[src/design/lbq_pkg.sv]
// lbq_pkg: shared sizes, codes and control/status types for the linked buffer queue
// no dependencies; imported by lbq_ctrl, lbq_datapath and linked_buffer_queue
package lbq_pkg;

    localparam int NUM_BUFFERS = 64;
    localparam int ADDR_W      = (NUM_BUFFERS > 1) ? $clog2(NUM_BUFFERS) : 1;
    localparam int LINK_W      = ADDR_W + 1;
    localparam int CNT_W       = $clog2(NUM_BUFFERS + 1);
    localparam int ID_W        = 6;
    localparam int QLEN_W      = 7;

    // null link: top bit set
    localparam logic [LINK_W-1:0] LINK_NULL = {1'b1, {ADDR_W{1'b0}}};

    typedef enum logic [1:0] {
        CMD_ENQ = 2'd0,
        CMD_DEQ = 2'd1,
        CMD_REM = 2'd2,
        CMD_NOP = 2'd3
    } cmd_t;

    typedef enum logic [1:0] {
        ST_OK     = 2'd0,
        ST_EMPTY  = 2'd1,
        ST_ABSENT = 2'd2,
        ST_DUP    = 2'd3
    } status_t;

    typedef struct packed {
        cmd_t            cmd;
        logic [ID_W-1:0] buf_id;
    } lbq_req_t;

    typedef struct packed {
        status_t           status;
        logic [ID_W-1:0]   out_id;
        logic [QLEN_W-1:0] queue_length;
    } lbq_rsp_t;

    typedef struct packed {
        logic    load;
        logic    capture;
        logic    enq_self;
        logic    enq_tail;
        logic    unlink;
        logic    respond;
        status_t status;
    } lbq_ctrl_t;

    typedef struct packed {
        cmd_t cmd;
        logic id_ok;
        logic queued;
        logic empty;
    } lbq_stat_t;

endpackage

[src/design/lbq_ctrl.sv]
// lbq_ctrl: request sequencer for the linked buffer queue
// depends on lbq_pkg; drives lbq_datapath through lbq_ctrl_t
module lbq_ctrl
    import lbq_pkg::*;
(
    input  logic      clk,
    input  logic      rst_n,
    input  logic      start,
    input  lbq_stat_t stat,
    output lbq_ctrl_t ctrl,
    output logic      busy
);

    typedef enum logic [1:0] {
        S_IDLE,
        S_CHECK,
        S_ENQ_LINK,
        S_UNLINK
    } state_t;

    state_t state_reg;
    state_t state_next;
    logic   busy_reg;

    always_comb
    begin
        ctrl       = '0;
        ctrl.status = ST_OK;
        state_next = state_reg;
        unique case (state_reg)
            S_IDLE:
            begin
                if (start)
                begin
                    ctrl.load  = 1'b1;
                    state_next = S_CHECK;
                end
            end
            S_CHECK:
            begin
                ctrl.capture = 1'b1;
                unique case (stat.cmd)
                    CMD_ENQ:
                    begin
                        if (!stat.id_ok)
                        begin
                            ctrl.respond = 1'b1;
                            ctrl.status  = ST_ABSENT;
                            state_next   = S_IDLE;
                        end
                        else if (stat.queued)
                        begin
                            ctrl.respond = 1'b1;
                            ctrl.status  = ST_DUP;
                            state_next   = S_IDLE;
                        end
                        else
                        begin
                            ctrl.enq_self = 1'b1;
                            state_next    = S_ENQ_LINK;
                        end
                    end
                    CMD_DEQ:
                    begin
                        if (stat.empty)
                        begin
                            ctrl.respond = 1'b1;
                            ctrl.status  = ST_EMPTY;
                            state_next   = S_IDLE;
                        end
                        else
                        begin
                            state_next = S_UNLINK;
                        end
                    end
                    CMD_REM:
                    begin
                        if (!stat.id_ok || !stat.queued)
                        begin
                            ctrl.respond = 1'b1;
                            ctrl.status  = ST_ABSENT;
                            state_next   = S_IDLE;
                        end
                        else
                        begin
                            state_next = S_UNLINK;
                        end
                    end
                    CMD_NOP:
                    begin
                        ctrl.respond = 1'b1;
                        state_next   = S_IDLE;
                    end
                    default:
                    begin
                        ctrl.respond = 1'b1;
                        state_next   = S_IDLE;
                    end
                endcase
            end
            S_ENQ_LINK:
            begin
                ctrl.enq_tail = 1'b1;
                ctrl.respond  = 1'b1;
                state_next    = S_IDLE;
            end
            S_UNLINK:
            begin
                ctrl.unlink  = 1'b1;
                ctrl.respond = 1'b1;
                state_next   = S_IDLE;
            end
            default:
            begin
                state_next = S_IDLE;
            end
        endcase
    end

    always_ff @(posedge clk or negedge rst_n)
    begin
        if (!rst_n)
        begin
            state_reg <= S_IDLE;
            busy_reg  <= 1'b0;
        end
        else
        begin
            state_reg <= state_next;
            busy_reg  <= (state_next != S_IDLE);
        end
    end

    assign busy = busy_reg;

endmodule

[src/design/lbq_datapath.sv]
// lbq_datapath: link memories, membership bits, head/tail/count and result register
// depends on lbq_pkg; commanded by lbq_ctrl
module lbq_datapath
    import lbq_pkg::*;
(
    input  logic      clk,
    input  logic      rst_n,
    input  lbq_req_t  request,
    input  lbq_ctrl_t ctrl,
    output lbq_stat_t stat,
    output lbq_rsp_t  result,
    output logic      done
);

    logic [LINK_W-1:0]      next_mem [NUM_BUFFERS];
    logic [LINK_W-1:0]      prev_mem [NUM_BUFFERS];
    logic [NUM_BUFFERS-1:0] in_queue_reg;

    lbq_req_t          req_reg;
    logic [ADDR_W-1:0] target_reg;
    logic [LINK_W-1:0] head_reg;
    logic [LINK_W-1:0] head_next;
    logic [LINK_W-1:0] tail_reg;
    logic [LINK_W-1:0] tail_next;
    logic [CNT_W-1:0]  count_reg;
    logic [CNT_W-1:0]  count_next;
    logic [LINK_W-1:0] rd_next_reg;
    logic [LINK_W-1:0] rd_prev_reg;
    lbq_rsp_t          rsp_reg;
    logic              done_reg;

    logic [ADDR_W-1:0] id_addr;
    logic [ADDR_W-1:0] sel_addr;
    logic              nw_en;
    logic [ADDR_W-1:0] nw_addr;
    logic [LINK_W-1:0] nw_data;
    logic              pw_en;
    logic [ADDR_W-1:0] pw_addr;
    logic [LINK_W-1:0] pw_data;
    logic              p_null;
    logic              n_null;
    logic              tail_null;

    assign id_addr   = ADDR_W'(req_reg.buf_id);
    assign sel_addr  = (req_reg.cmd == CMD_DEQ) ? head_reg[ADDR_W-1:0] : id_addr;
    assign p_null    = rd_prev_reg[LINK_W-1];
    assign n_null    = rd_next_reg[LINK_W-1];
    assign tail_null = tail_reg[LINK_W-1];

    assign stat.cmd    = req_reg.cmd;
    assign stat.id_ok  = (32'(req_reg.buf_id) < NUM_BUFFERS);
    assign stat.queued = in_queue_reg[sel_addr];
    assign stat.empty  = head_reg[LINK_W-1];

    // link memory write ports
    always_comb
    begin
        nw_en   = 1'b0;
        nw_addr = id_addr;
        nw_data = LINK_NULL;
        pw_en   = 1'b0;
        pw_addr = id_addr;
        pw_data = tail_reg;
        if (ctrl.enq_self)
        begin
            nw_en = 1'b1;
            pw_en = 1'b1;
        end
        else if (ctrl.enq_tail)
        begin
            nw_en   = !tail_null;
            nw_addr = tail_reg[ADDR_W-1:0];
            nw_data = LINK_W'(target_reg);
        end
        else if (ctrl.unlink)
        begin
            nw_en   = !p_null;
            nw_addr = rd_prev_reg[ADDR_W-1:0];
            nw_data = rd_next_reg;
            pw_en   = !n_null;
            pw_addr = rd_next_reg[ADDR_W-1:0];
            pw_data = rd_prev_reg;
        end
    end

    always_comb
    begin
        head_next  = head_reg;
        tail_next  = tail_reg;
        count_next = count_reg;
        if (ctrl.enq_tail)
        begin
            if (tail_null)
            begin
                head_next = LINK_W'(target_reg);
            end
            tail_next  = LINK_W'(target_reg);
            count_next = count_reg + CNT_W'(1);
        end
        else if (ctrl.unlink)
        begin
            if (p_null)
            begin
                head_next = rd_next_reg;
            end
            if (n_null)
            begin
                tail_next = rd_prev_reg;
            end
            count_next = count_reg - CNT_W'(1);
        end
    end

    always_ff @(posedge clk)
    begin
        if (nw_en)
        begin
            next_mem[nw_addr] <= nw_data;
        end
        if (pw_en)
        begin
            prev_mem[pw_addr] <= pw_data;
        end
        rd_next_reg <= next_mem[sel_addr];
        rd_prev_reg <= prev_mem[sel_addr];
    end

    always_ff @(posedge clk)
    begin
        if (ctrl.load)
        begin
            req_reg <= request;
        end
        if (ctrl.capture)
        begin
            target_reg <= sel_addr;
        end
        if (ctrl.respond)
        begin
            rsp_reg.status       <= ctrl.status;
            rsp_reg.out_id       <= (ctrl.unlink && req_reg.cmd == CMD_DEQ) ?
                                    ID_W'(target_reg) : '0;
            rsp_reg.queue_length <= QLEN_W'(count_next);
        end
    end

    always_ff @(posedge clk or negedge rst_n)
    begin
        if (!rst_n)
        begin
            head_reg     <= LINK_NULL;
            tail_reg     <= LINK_NULL;
            count_reg    <= '0;
            in_queue_reg <= '0;
            done_reg     <= 1'b0;
        end
        else
        begin
            head_reg  <= head_next;
            tail_reg  <= tail_next;
            count_reg <= count_next;
            done_reg  <= ctrl.respond;
            if (ctrl.enq_tail)
            begin
                in_queue_reg[target_reg] <= 1'b1;
            end
            else if (ctrl.unlink)
            begin
                in_queue_reg[target_reg] <= 1'b0;
            end
        end
    end

    assign result = rsp_reg;
    assign done   = done_reg;

endmodule

[src/design/linked_buffer_queue.sv]
// linked_buffer_queue: doubly linked queue of buffer ids with enqueue, dequeue and remove
// done is registered from S_CHECK for rejects and no-ops, else from S_ENQ_LINK or S_UNLINK
// a new request is taken only once the last is through: link memories are read, then written
// busy is high while a request is in flight; results cannot be stalled by the receiver
// reset: async active low, empties the queue; link memories are not cleared
// depends on lbq_pkg, lbq_ctrl, lbq_datapath
module linked_buffer_queue
    import lbq_pkg::*;
(
    input  logic     clk,
    input  logic     rst_n,
    input  logic     start,
    input  lbq_req_t request,
    output logic     busy,
    output logic     done,
    output lbq_rsp_t result
);

    lbq_ctrl_t ctrl;
    lbq_stat_t stat;

    lbq_ctrl u_ctrl (
        .clk   (clk),
        .rst_n (rst_n),
        .start (start),
        .stat  (stat),
        .ctrl  (ctrl),
        .busy  (busy)
    );

    lbq_datapath u_datapath (
        .clk     (clk),
        .rst_n   (rst_n),
        .request (request),
        .ctrl    (ctrl),
        .stat    (stat),
        .result  (result),
        .done    (done)
    );

`ifndef ASSERT_OFF
    a_done_after_busy: assert property (@(posedge clk) disable iff (!rst_n)
        done |-> $past(busy))
        else $error("result strobe without request in flight");

    a_accept_busy: assert property (@(posedge clk) disable iff (!rst_n)
        start && !busy |=> busy)
        else $error("accepted request did not raise busy");

    a_busy_bound: assert property (@(posedge clk) disable iff (!rst_n)
        busy && $past(busy) |=> !busy)
        else $error("request in flight longer than expected");

    a_empty_result: assert property (@(posedge clk) disable iff (!rst_n)
        done && result.status == ST_EMPTY |->
        result.out_id == '0 && result.queue_length == '0)
        else $error("empty dequeue reported nonzero id or length");
`endif

endmodule

[config.mk]
export PLATFORM = sky130hd
export DESIGN_NAME = linked_buffer_queue
export DESIGN_NICKNAME = d
export VERILOG_FILES = /design/src/design/lbq_pkg.sv /design/src/design/lbq_ctrl.sv /design/src/design/lbq_datapath.sv /design/src/design/linked_buffer_queue.sv
export SDC_FILE = /design/constraint.sdc
export NUM_CORES = 1
export LEC_CHECK = 0
export CAP_MARGIN = 10
export CORE_AREA = 2 2 385 387
export CTS_BUF_LIST = sky130_fd_sc_hd__clkbuf_4
export DETAILED_ROUTE_END_ITERATION = 8
export DIE_AREA = 0 0 387 389
export DONT_BUFFER_PORTS = 1
export HOLD_SLACK_MARGIN = 0.15
export PLACE_DENSITY_LB_ADDON = 0.1
export SLEW_MARGIN = 5
export SYNTH_ARGS = -nofsm -noshare
export SYNTH_HDL_FRONTEND = slang
export SYNTH_SLANG_ARGS = --single-unit
[constraint.sdc]
create_clock -name clk -period 6.9 [get_ports clk]
set_clock_uncertainty 0.2 [all_clocks]
set_input_delay 0 -clock clk [delete_from_list [all_inputs] [get_ports clk]]
set_output_delay 0 -clock clk [all_outputs]
set_load 0.02 [all_outputs]
==> impl_metrics.yaml, run 1 <==
final_layout:
  drive_gt1_share_pct: 17.0
  postLayoutCoreUtil_pct: 33.7
  syn2layout_area_growth_pct: 13.2
  layout.nets: 3512
  fill_cells: 14500
clocking:
  cts_buffers: 304
  clk_latency_ns: 1.18
  cts_buffer_depth: 4
  cts-root-buf: "clkbuf_4"
  cts_tree: "done"
  cts.reportedPaths.clkPinSlew_ns: 0.08
  numClockSinks: 1028
  htreeDepth: 5
sta:
  tns_ns: 0
  layout_setup_ws_ns: 1.14
  fmax_mhz: 174
  finalHoldViolCount: 0
  relSlewSlack_pct: 21.6
  slew_viol_final: 0
  hold-worst-slack_ns: 0.265
  worst_pin_slew_ns: 1.17
  period_share_pct: 83.5
  fin_crit_ns: 5.76
  finalSetupViolations: 0
  rsz0062_at_grt: "false"
yosys:
  synth_edf_count: 925
  synth_area_per_cell_um2: 13.0
  synthTopCellsByArea: "edfxtp_1 64%, nand2_1 7.7%, dfrtp_1 5.0%, mux2i_1 3.3%, nand3_1 2.7%"
  syn-num-nets: 3368
  seq_area_frac_synth_pct: 69.4
  synth_flop_cell: "edfxtp_1"
  synth_top_cell_by_area: "edfxtp_1"
  syn_area_um2: 43700
  synthCells: 3355
  synth.distinct_cells: 75
  synth_top_area_share_pct: 63.6
  yosysWarningCount: 0
  ys_async_sr_fraction_pct: 8.66
  synth_seq_cells: 1028
setup_path:
  path_class: "reg2reg"
  cp.arrival_ns: 6.31
  worstSetupEndpointType: "flip-flop"
  start_kind: "flip-flop"
  r2r_cells: 10
  worstPathRequired_ns: 7.45
  worstPathMaxFanout: 46
floorplanning:
  core_um2: 147000
  initial_core_util_pct: 29.8
  ioPinCount: 28
  die_h_um: 389
  dieArea_um2: 151000
  rows: 141
  die-width_um: 387
grt:
  grt_pass1_vias: 29200
  grt_max_degree: 183
  grt_pass1_wl_mm: 198
  grt_usage_pct: 17.8
  grt-ovfl-total: 0
  antenna_found_initial: 2
pwr:
  power.internal_mw: 12.4
  p_clk_share_pct: 28.1
  switching_power_mw: 7.59
  power_density_nw_per_um2: 403
  vdd_drop_max_mv: 0.343
  leakage_nw: 17.2
  share_seq_of_total_power_pct: 41.7
  combPwrFrac_pct: 30.1
  swShare_pct: 38.1
placed_design:
  pre_cts_ws_ns: 1.15
  hpwl_mm: 78.5
  gp_congestion: 0.793
  io_buffers: 0
detailed_routing:
  drt_iter0_markers: 2442
  dr.pass1.iters: 6
  post_drt_wl_per_cell_um: 24.0
  postRouteAntennaNets: 0
  vias_per_cell: 5.11
  drc_errors: 0
  vias: 28900
  wirelength_mm: 135
worst_hold_path:
  hold_path_class: "reg2reg"
  whs_path_depth: 1
run:
  drv_cap: 0
status:
  status: "completed"
## layer usage
layer | track usage (%) | routed length (um) | vias up
met2 | 28.8 | 64500 | 912
met3 | 3.28 | 6970 | 265
met4 | 6.52 | 3550 | 0
met1 | 23.9 | 60500 | 14600
li1 | - | - | 13000
met5 | 0 | 0 | -
## what timing repair did
action / in CTS / in global routing
gates resized for setup: 0 / 0
hold endpoints to repair: 107 / 0
hold buffers: 32 / 0
setup buffers: 0 / 0
## layout make-up
type                    count  area (um^2)  share of cell area [%]
repair buffers             88          863                    1.75
diodes                      7         17.5                  0.0354
multi-input cells        2055        12100                    24.5
clock buffers             417         3130                    6.33
inverters                  22         96.3                   0.195
well taps                1930         2410                    4.89
clock inverters            95          518                    1.05
flip-flops and latches   1028        30300                    61.3
## synthesized netlist by cell type, types with 4 or more instances
library cell and number:
buf_2 48, dfxtp_1 14, nor2_1 50, a311oi_1 113, a211oi_1 32, nor3_1 17, o41ai_1 6, a21oi_1 88
xor2_1 4, buf_6 21, nand2b_1 6, nand4_1 4, a221o_1 14, mux2_2 15, mux4_2 28, a22o_1 8
inv_1 18, dfrtp_1 87, mux2i_1 144, buf_4 15, buf_8 7, buf_1 14, a211oi_2 34, nand3_1 239
nand2_1 894, a21o_1 4, o31ai_1 76, o21ai_0 73, edfxtp_1 925, and3_1 90, clkbuf_1 142, nor3b_1 4
nand3b_1 7, o22ai_1 16, a31oi_1 40
## power by group through the flow
stage,combinational (mW),sequential (mW),clock [mW]
2_1_floorplan,3.72,8.23,0
3_3_place_gp,6.06,8.46,0
3_5_place_dp,6.06,8.45,0
4_1_cts,6.10,8.33,5.84
5_1_grt,6.50,8.36,6.14
6_report,6.01,8.32,5.61
## worst max-delay path, stage by stage, from the launching register on
cell	delay, ns
edfxtp_1	0.61
nor2b_1	0.67
mux2i_1	0.40
inv_2	0.09
nor2_2	0.81
o221ai_1	0.35
nor3_2	0.29
a21oi_2	0.17
a21o_4	0.52
buf_4	0.32
a211oi_1	0.84
## layout by cell type, fill, tap and decap left out, types with 14 or more instances in the layout
cell	instances
a311oi_1	112
clkinv_2	25
dlygate4sd3_1	30
mux2i_1	143
and3_1	90
a221o_1	14
edfxtp_1	925
nand3_1	239
o21ai_0	72
nand2_1	887
nor2_1	41
mux2_2	15
clkinv_1	63
buf_4	49
mux4_2	28
a31oi_1	40
a211oi_2	34
a211oi_1	32
a21oi_1	86
inv_1	17
o22ai_1	16
clkbuf_4	417
dfxtp_1	14
dfrtp_1	86
o31ai_1	76
nor3_1	16
## cells by family after synthesis
group	after synthesis	synth area share, %
flops	1028	69.4
xor+xnor	7	0.140
fa+ha+maj	2	0.0573
compound gates	527	8.92
buf+inv	272	3.26
simple gates	1328	13.0
mux	191	5.27
## per-stage QoR
step	cell area (um^2)	total power, mW	cells
after floorplan	43700	11.9	3355
after global placement	45400	14.5	5091
after detailed placement	45400	14.5	5091
after CTS	49400	20.3	5635
after global routing	49400	21.0	5642
final	49400	19.9	5642
## final timing paths
kind | end | slack [ns] | startpoint
max in group asynchronous | u_ctrl.state_reg[0] | 5.68 | rst_n
max | u_datapath.next_mem[10][2] | 1.14 | u_datapath.stat[3]
min | u_datapath.count_reg[6] | 0.27 | u_datapath.count_reg[6]
min reg2reg | u_datapath.count_reg[6] | 0.27 | u_datapath.count_reg[6]
max reg2reg | u_datapath.next_mem[10][2] | 1.14 | u_datapath.stat[3]
min in group asynchronous | u_datapath.done | 0.36 | rst_n
(Power assumes the default switching activity.)
==> run 2: changes to the inputs <==
Clock period 6.9 ns to 5.55 ns, I/O delays scaled along.
==> impl_metrics.yaml, run 2 (same netlist as run 1, synthesis figures left out) <==
placed_design:
  place_inst: 5138
  hpwl_mm: 84.1
  io_buffers: 0
  gp_congestion: 0.816
sta:
  worst_pin_slew_ns: 1.14
  fin_crit_ns: 4.37
  fmax_mhz: 229
  finalSetupViolations: 0
  period_share_pct: 78.7
  relSlewSlack_pct: 24.0
  rsz0062_at_grt: "false"
  tns_ns: 0
  slew_viol_final: 0
  hold-worst-slack_ns: 0.268
  finalHoldViolCount: 0
setup_path:
  max_stage_delay_ns: 0.59
  reg2reg_to: "u_datapath.next_mem[35][0]"
  worstSetupEndpointType: "flip-flop"
  worstPathRequired_ns: 6.19
  worstPathMaxFanout: 54
  start_kind: "flip-flop"
  path_cells: "nand2b_1, a21oi_4, buf_12, mux2_2, a31oi_1, o211a_1, a21oi_2, a21o_4, buf_12, buf_4, a211oi_2"
  reg2reg_slack_ns: 1.18
  crit_top_cell: "buf_12"
  critical-path-slowest-cell: "a211oi_2"
  crit_family: "compound AO/OA/AOI/OAI gates"
  r2r_cells: 11
  cp.arrival_ns: 5.01
  cp.depth: 11
  reg2reg_from: "u_datapath.stat[4]"
  path_class: "reg2reg"
  critical_path_buf_inv_count: 3
grt:
  grt_usage_pct: 18.0
  grt-ovfl-total: 0
  grt_max_degree: 170
  antenna_found_initial: 2
  grt_pass1_wl_mm: 200
  grt_pass1_vias: 29600
floorplanning:
  ioPinCount: 28
  dieArea_um2: 151000
  core_um2: 147000
  initial_core_util_pct: 29.8
  die_h_um: 389
  rows: 141
  die-width_um: 387
clocking:
  post-cts-setup-buffers: 0
  htreeDepth: 5
  numClockSinks: 1028
  cts.reportedPaths.clkPinSlew_ns: 0.07
  hold_buffers: 32
  cts_tree: "done"
  cts_buffer_depth: 4
  clk_latency_ns: 1.27
  cts_resized: 0
  cts-root-buf: "clkbuf_4"
  cts_buffers: 296
pwr:
  power_density_nw_per_um2: 496
  leakage_nw: 17.4
  total_power_mw: 24.7
  vdd_drop_max_mv: 0.329
detailed_routing:
  drt_iter0_markers: 2130
  post_drt_wl_per_cell_um: 24.2
  wirelength_mm: 137
  postRouteAntennaNets: 0
  drc_errors: 0
  dr.pass1.iters: 5
  vias: 28900
  vias_per_cell: 5.09
final_layout:
  seq_area_um2: 30300
  stdcell_count: 5671
  syn2layout_area_growth_pct: 13.8
  final_cell_mix: "925 x edfxtp_1, 887 x nand2_1, 421 x clkbuf_4"
  final_common_cell: "edfxtp_1"
  layout.nets: 3551
  multi_input_area_um2: 12100
  fill_cells: 14500
  drive_gt1_share_pct: 17.8
run:
  drv_cap: 0
worst_hold_path:
  hold_path_class: "in2async"
status:
  status: "completed"
## run 2: metal layers
metal	up-vias	global-route usage, %	wire length, um
met5	-	0	0
met2	941	29.1	65100
met4	0	5.97	3400
li1	13100	-	-
met3	224	3.93	7520
met1	14600	23.8	61300
## run 2: worst reg2reg max path, delay by kind of cell (launching register included)
family | cells | cell delay (ns)
flops | 1 | 0.56
mux | 1 | 0.44
compound gates | 6 | 1.69
simple gates | 1 | 0.28
buf+inv | 3 | 0.86
## run 2: through the flow
step	utilization [%]	instance area, um^2	worst slack [ns]
finish	33.9	49700	1.18
global route	33.9	49700	0.861
CTS	33.9	49700	1.14
detailed placement	31.3	45800	1.13
global placement	31.2	45800	1.23
floorplan	-	43700	1.07
## run 2: area by class of cell
| cell class | count | area share [%] |
|---|---|---|
| multi-input combinational | 2055 | 24.3 |
| clock inverter | 73 | 0.640 |
| tap | 1930 | 4.86 |
| timing repair buffer | 135 | 2.60 |
| inverter | 22 | 0.194 |
| sequential | 1028 | 61.0 |
| antenna | 7 | 0.0353 |
| clock buffer | 421 | 6.36 |
## run 2: worst max-delay path by stage
stage                              from                    endpoint  slack [ns]
detailed placement   u_datapath.stat[4]   u_datapath.next_mem[5][6]        1.13
global placement     u_datapath.stat[4]  u_datapath.next_mem[48][0]        1.23
CTS                  u_datapath.stat[4]  u_datapath.next_mem[35][5]        1.14
finish               u_datapath.stat[4]  u_datapath.next_mem[35][0]        1.18
global route         u_datapath.stat[4]   u_datapath.next_mem[5][6]        0.86
floorplan           u_ctrl.state_reg[0]   u_datapath.prev_mem[0][6]        1.07
## run 2: report_power, final
part           internal [mW]  total (mW)  switching [mW]
Clock                   3.52        6.66            3.14
Combinational           2.01        7.66            5.65
Sequential              9.76        10.3           0.584
